===== src/rtl/core/first_fit_allocator_coalescing_macros.svh =====
// ----------------------------------------------------------------------------
// first_fit_allocator_coalescing_macros.svh
// Assertion macros shared by the allocator RTL.
// ----------------------------------------------------------------------------
`ifndef FIRST_FIT_ALLOCATOR_COALESCING_MACROS_SVH
`define FIRST_FIT_ALLOCATOR_COALESCING_MACROS_SVH

// Same-cycle implication, sampled on clk, off during reset
`define FFAC_ASSERT_NOW(lbl, ante, cons, msg) \
    lbl: assert property (@(posedge clk) disable iff (!rst_n) (ante) |-> (cons)) \
        else $error(msg);

// Next-cycle implication, sampled on clk, off during reset
`define FFAC_ASSERT_NEXT(lbl, ante, cons, msg) \
    lbl: assert property (@(posedge clk) disable iff (!rst_n) (ante) |=> (cons)) \
        else $error(msg);

`endif


===== src/rtl/core/ffac_ram.sv =====
// ----------------------------------------------------------------------------
// ffac_ram
// Generic simple dual-port RAM, one write and one registered read port.
// ----------------------------------------------------------------------------
module ffac_ram #(
    parameter int WIDTH = 8,
    parameter int DEPTH = 16
) (
    input  logic                     clk,
    input  logic                     we,
    input  logic [$clog2(DEPTH)-1:0] waddr,
    input  logic [WIDTH-1:0]         wdata,
    input  logic                     re,
    input  logic [$clog2(DEPTH)-1:0] raddr,
    output logic [WIDTH-1:0]         rdata
);

    logic [WIDTH-1:0] mem [DEPTH];

    // Write port
    always_ff @(posedge clk)
    begin
        if (we)
        begin
            mem[waddr] <= wdata;
        end
    end

    // Registered read port
    always_ff @(posedge clk)
    begin
        if (re)
        begin
            rdata <= mem[raddr];
        end
    end

endmodule


===== config.mk =====
export PLATFORM = sky130hd
export DESIGN_NAME = ffac_ram
export DESIGN_NICKNAME = d
export VERILOG_FILES = /design/src/rtl/core/first_fit_allocator_coalescing_macros.svh /design/src/rtl/core/ffac_ram.sv
export SDC_FILE = /design/constraint.sdc
export NUM_CORES = 1
export LEC_CHECK = 0
export ABC_CLOCK_PERIOD_IN_PS = 2350
export BUFFER_PORTS_ARGS = -buffer_cell sky130_fd_sc_hd__clkbuf_2
export CAP_MARGIN = 5
export CORE_AREA = 2 2 118 120
export CTS_CLUSTER_DIAMETER = 80
export DETAILED_ROUTE_END_ITERATION = 12
export DIE_AREA = 0 0 120 122
export MAX_ROUTING_LAYER = met4
export SYNTH_ARGS = -nofsm -noshare
export SYNTH_HDL_FRONTEND = slang
export SYNTH_SLANG_ARGS = --single-unit

===== constraint.sdc =====
create_clock -name clk -period 2.35 [get_ports clk]
set_input_delay 0.47 -clock clk [delete_from_list [all_inputs] [get_ports clk]]
set_output_delay 0.47 -clock clk [all_outputs]
set_load 0.01 [all_outputs]

Word level (Yosys, flattened, before mapping)
Memory sizes are Yosys's and may differ from the RTL's. A register that Yosys moved wholly into a read port is not among the register bits.
Cells that the tools add are included.
Operators by class
  muxes and demuxes: 2
Operator list (number)
  $mux W1: 2
Word-level totals
  register bits after elaboration: 0
  memory bits (writable): 128
  input port bits: 19
  output and inout bits: 8
  logic and storage cells: 3
  memories: 1
Memory list
  mem: words 16, width 8, read ports 1, clocked after Yosys merged registers in 1, write ports 1, RTL line ffac_ram.sv:18  | logic [WIDTH-1:0] mem [DEPTH];

Longest topological paths before layout
  word-level depth: 2
  gate-level depth with buffers: 5
  depth with buffers taken out: 3

Worst setup path after synthesis
Ideal clock, no wire load.
  path kind: input to register
  from: in waddr[2]
  to: mem mem[0][0], enable pin
  library setup time: 383 ps
  arrival time: 1580 ps
  required time: 1967 ps
  setup slack: 387 ps
  cell stages on the path: 2
  path buffers: 0
  cell sequence: or3b_2 nor3_1
RTL lines
  from (decl): RTL line ffac_ram.sv:11  | input logic [$clog2(DEPTH)-1:0] waddr,
  to (decl): RTL line ffac_ram.sv:18
Straight into the memory's write port.

==> results by stage <==
Min path:
- The worst hold path terminates at mem[9][5]$_DFFE_PP_.
- The worst hold path begins at wdata[5].
- The number of cells traversed by the worst hold path is 1.
- The type of the worst min-delay path is in -> reg.

Detailed routing:
- The violation count after the first detailed-route iteration is around 170.
- The via count normalized by instance count is roughly 5.1.
- In the final routed layout, each cell accounts on average for between 20 and 25 um.
- The routed layout has approximately 2,400 vias.
- The detail route stage leaves a number of antenna-violating nets equal to 0.
- The total DRC errors in the routed layout is 0.
- The final routed wirelength across all metal layers is roughly 10,000 um.
- Before antenna repair, the detailed router went through 4 iterations.

Pwr:
- The power density over cell area is ~850 nW/um^2.
- Summed over all cells, the static leakage comes to 2.08 nW.
- The worst ir drop on vdd is 522 uV.

Placement:
- The post-detailed-placement half-perimeter wirelength is 6540 um.
- The count of buffers added on input and output ports is 26.
- Routability-driven placement finished with a final weighted congestion of between 0.7 and 0.8.
- Before CTS, the worst setup slack after placement is approximately 0.23 ns.
- The instance area after placement is roughly 5700 sq um.

Global routing:
- The all-layer global routing usage is between 10% and 20%.
- After global routing the overflow that remains totals 0.
- The first global-routing pass estimated ~16,000 um of wire.
- The via count of the first global-routing pass is 2,538.
- Entering global routing, the biggest net connects 33 pins.
- The number of antenna violations at the first check in global routing was 0.

Setup path:
- The startpoint identified for the worst register-to-register timing path is mem[9][1]$_DFFE_PP_.
- The flop-to-flop setup slack is approximately 0.8 ns.
- Data on the critical path arrives at its endpoint at about 1.8 ns.
- At the worst endpoint, the required time is approximately 2.5 ns.
- The kind of capture point of the worst setup path is a flop.
- In this run the worst path has a maximum fanout of 23.
- The number of cells on the worst reg-to-reg path is 3.
- STA classifies the critical path startpoint as an input pin.
- The worst setup path is of the in -> reg kind.
- The worst register-to-register path ends at rdata[1]$_DFFE_PP_.

CTS:
- The clock tree from TritonCTS is built.
- In this run the deepest clock path goes through 2 buffers.
- In this run, post-CTS repair resized a total of 0 instances.
- Clock tree synthesis selected as its root buffer the cell sky130_fd_sc_hd__clkbuf_16.
- The number of buffers inserted by hold repair at cts is 0.
- Clock tree synthesis inserted a total of 17 buffers.
- Clock-pin slew was measured on the worst setup and hold paths at approximately 0.05 ns.
- After clock tree synthesis, the setup repair step added 0 buffers.
- The total clock sinks is 136.
- For the worst-skew pair, the clock arrives at the later sink with an insertion delay of ~0.4 ns.
- The H-tree was split into 4 levels.

Die:
- In this run the standard cell core region covers 13,500 sq um.
- The area of the die is about 15,000 sq um.
- The horizontal extent of the die is approximately 120 um.
- Once the floorplan was initialized, standard cells occupied between 30% and 40% of the core.
- Measured along the y axis, the die boundary spans ~120 um.
- Pin placement for this block handled 27 I/O pins.
- The floorplan has 43 rows.

Final layout:
- The number of inserted filler cells in the final layout is approximately 1,100.
- The core occupancy in the finished layout is a little under half.
- After the last flow step, the layout net total stands at 304.
- Summing all non-filler instances in the final layout gives an area of 6190 sq um.
- The area growth from synthesis to layout is 18.4%.
- The share of cells above drive strength 1 is approximately 29%.

Logic synthesis:
- Counting every instance in the synthesized netlist gives between 200 and 250.
- Counting flops with a built-in enable in the synthesized netlist gives roughly 140.
- The area share of the largest cell type after synthesis is about four fifths.
- The proportion of synthesized flip-flops having asynchronous set or reset is 0%.
- The mean post-synth cell area is 22.8 sq um.
- Yosys mapped the design onto 18 distinct sky130hd cell types.
- The mapped netlist covers 5230 sq um.
- By area the synthesized netlist is led by sky130_fd_sc_hd__edfxtp_1 78%, sky130_fd_sc_hd__mux4_2 7.8%, sky130_fd_sc_hd__mux4_1 7.0%.
- In the synthesized netlist the dominant register cell turns out to be sky130_fd_sc_hd__edfxtp_1.
- The most common cell in the synthesized netlist is sky130_fd_sc_hd__edfxtp_1.
- The yosys synthesis warning count is 0.
- The total nets after synthesis is 248.
- The number of storage elements in the synthesis netlist is ~140.
- sky130_fd_sc_hd__edfxtp_1 takes more of the synthesized area than any other cell.
- Sequential cells were found to cover between 70% and 80% of the synthesized design area.
- By count the netlist is led by 136 x sky130_fd_sc_hd__edfxtp_1, 18 x sky130_fd_sc_hd__mux4_2, 16 x sky130_fd_sc_hd__a22oi_1.

STA:
- The maximum clock frequency is between 500 and 600 MHz.
- The smallest setup slack after layout is between 0.6 and 0.7 ns.
- The maximum clock skew at final layout is 0.00798 ns.
- The worst pin sits at a relative slew slack of between 60% and 70%.
- For the pin with the worst max-slew slack, the measured transition is 0.452 ns.
- For the final routed database, the setup TNS stands at 0 ns.
- Setup repair after global routing left no endpoint under its margin.
- The post-layout minimum cycle time is ~1.7 ns.
- The final count of hold timing violations is 0.
- The share of the clock period used by the worst path after layout is 72.2%.
- The number of pins exceeding their max-slew limit in the final report is 0.
- Setup violations remaining at the end of the flow were counted as 0.

Flow run:
- The number of maximum-capacitance constraint violations is 0.

Status:
- The flow ran to the end, and the final reports show no timing, DRC or antenna violations.
-- cell usage in the layout, fill, tap and decap left out --
master / synthesis / routed
sky130_fd_sc_hd__nor2b_1: 1 / 1
sky130_fd_sc_hd__or3b_2: 1 / 1
sky130_fd_sc_hd__nand3_1: 1 / 1
sky130_fd_sc_hd__edfxtp_1: 136 / 136
sky130_fd_sc_hd__mux4_2: 18 / 18
sky130_fd_sc_hd__nand3b_1: 2 / 2
sky130_fd_sc_hd__a22oi_1: 16 / 16
sky130_fd_sc_hd__nand2b_1: 2 / 2
sky130_fd_sc_hd__buf_4: 1 / 19
sky130_fd_sc_hd__nor3_1: 4 / 4
sky130_fd_sc_hd__clkbuf_16: 0 / 17
sky130_fd_sc_hd__and2b_1: 1 / 1
sky130_fd_sc_hd__mux4_1: 14 / 14
sky130_fd_sc_hd__buf_12: 0 / 2
sky130_fd_sc_hd__clkinv_1: 0 / 5
sky130_fd_sc_hd__clkinv_2: 0 / 1
sky130_fd_sc_hd__bufinv_16: 0 / 1
sky130_fd_sc_hd__nor2_1: 13 / 13
sky130_fd_sc_hd__nand2_1: 9 / 9
sky130_fd_sc_hd__diode_2: 0 / 1
sky130_fd_sc_hd__and2_1: 1 / 1
sky130_fd_sc_hd__clkbuf_2: 0 / 26
sky130_fd_sc_hd__clkbuf_1: 0 / 7
-- power breakdown --
group	total, mW	switching, mW	internal (mW)
logic	0.254	0.145	0.109
clock network	2.28	0.850	1.42
registers	2.75	0.0164	2.74
-- registers in the layout, summed over array words and instances (netlist names) --
| name | cells |
|---|---|
| mem | 128 |
| rdata | 8 |
-- worst max-delay path by stage --
stage                        start                   to  slack, ns  depth (start not counted)
final                     raddr[0]   rdata[1]$_DFFE_PP_       0.65                          5
after global routing      raddr[0]   rdata[1]$_DFFE_PP_       0.58                          5
after CTS                 raddr[0]   rdata[1]$_DFFE_PP_       0.66                          5
after detailed placement  raddr[0]   rdata[1]$_DFFE_PP_       0.23                          5
after global placement    raddr[0]   rdata[1]$_DFFE_PP_       0.25                          5
after floorplan           waddr[2]  mem[0][0]$_DFFE_PP_       0.39                          2
-- metrics by stage --
| stage | std cells | total power, mW | hold slack [ns] |
|---|---|---|---|
| 2_1_floorplan | 229 | 2.94 | 0.569 |
| 3_3_place_gp | 446 | 3.05 | 0.738 |
| 3_5_place_dp | 446 | 3.06 | 0.748 |
| 4_1_cts | 477 | 5.34 | 0.486 |
| 5_1_grt | 477 | 5.47 | 0.498 |
| 6_report | 478 | 5.28 | 0.489 |
-- routing by layer --
layer / vias to the layer above / GRT usage [%] / wire (um)
li1: 1093 / - / -
met1: 1282 / 20.2 / 4640
met2: 49 / 23.8 / 4930
met3: 9 / 5.15 / 448
met4: 0 / 4.93 / 81
met5: - / - / 0
-- layout make-up --
| class | count | area [sq um] | area share (%) |
|---|---|---|---|
| Sequential cell | 136 | 4080 | 66.0 |
| Antenna cell | 1 | 2.50 | 0.0404 |
| Multi-Input combinational cell | 83 | 1060 | 17.1 |
| Timing Repair Buffer | 47 | 313 | 5.06 |
| Tap cell | 180 | 225 | 3.64 |
| Clock buffer | 24 | 452 | 7.30 |
| Clock inverter | 7 | 53.8 | 0.870 |
-- critical path: stages --
cell and delay (ns):
sky130_fd_sc_hd__clkbuf_2 0.12, sky130_fd_sc_hd__buf_12 0.21, sky130_fd_sc_hd__mux4_1 0.57, sky130_fd_sc_hd__a22oi_1 0.34, sky130_fd_sc_hd__nand2_1 0.09
-- logic make-up after synthesis --
| kind of cell | count (synthesis) | synth area share (%) |
|---|---|---|
| compound gates | 16 | 2.30 |
| buf+inv | 10 | 1.65 |
| flops | 136 | 78.1 |
| mux | 32 | 14.8 |
| simple gates | 35 | 3.14 |
Note: power is estimated with default switching activity, not from simulation.
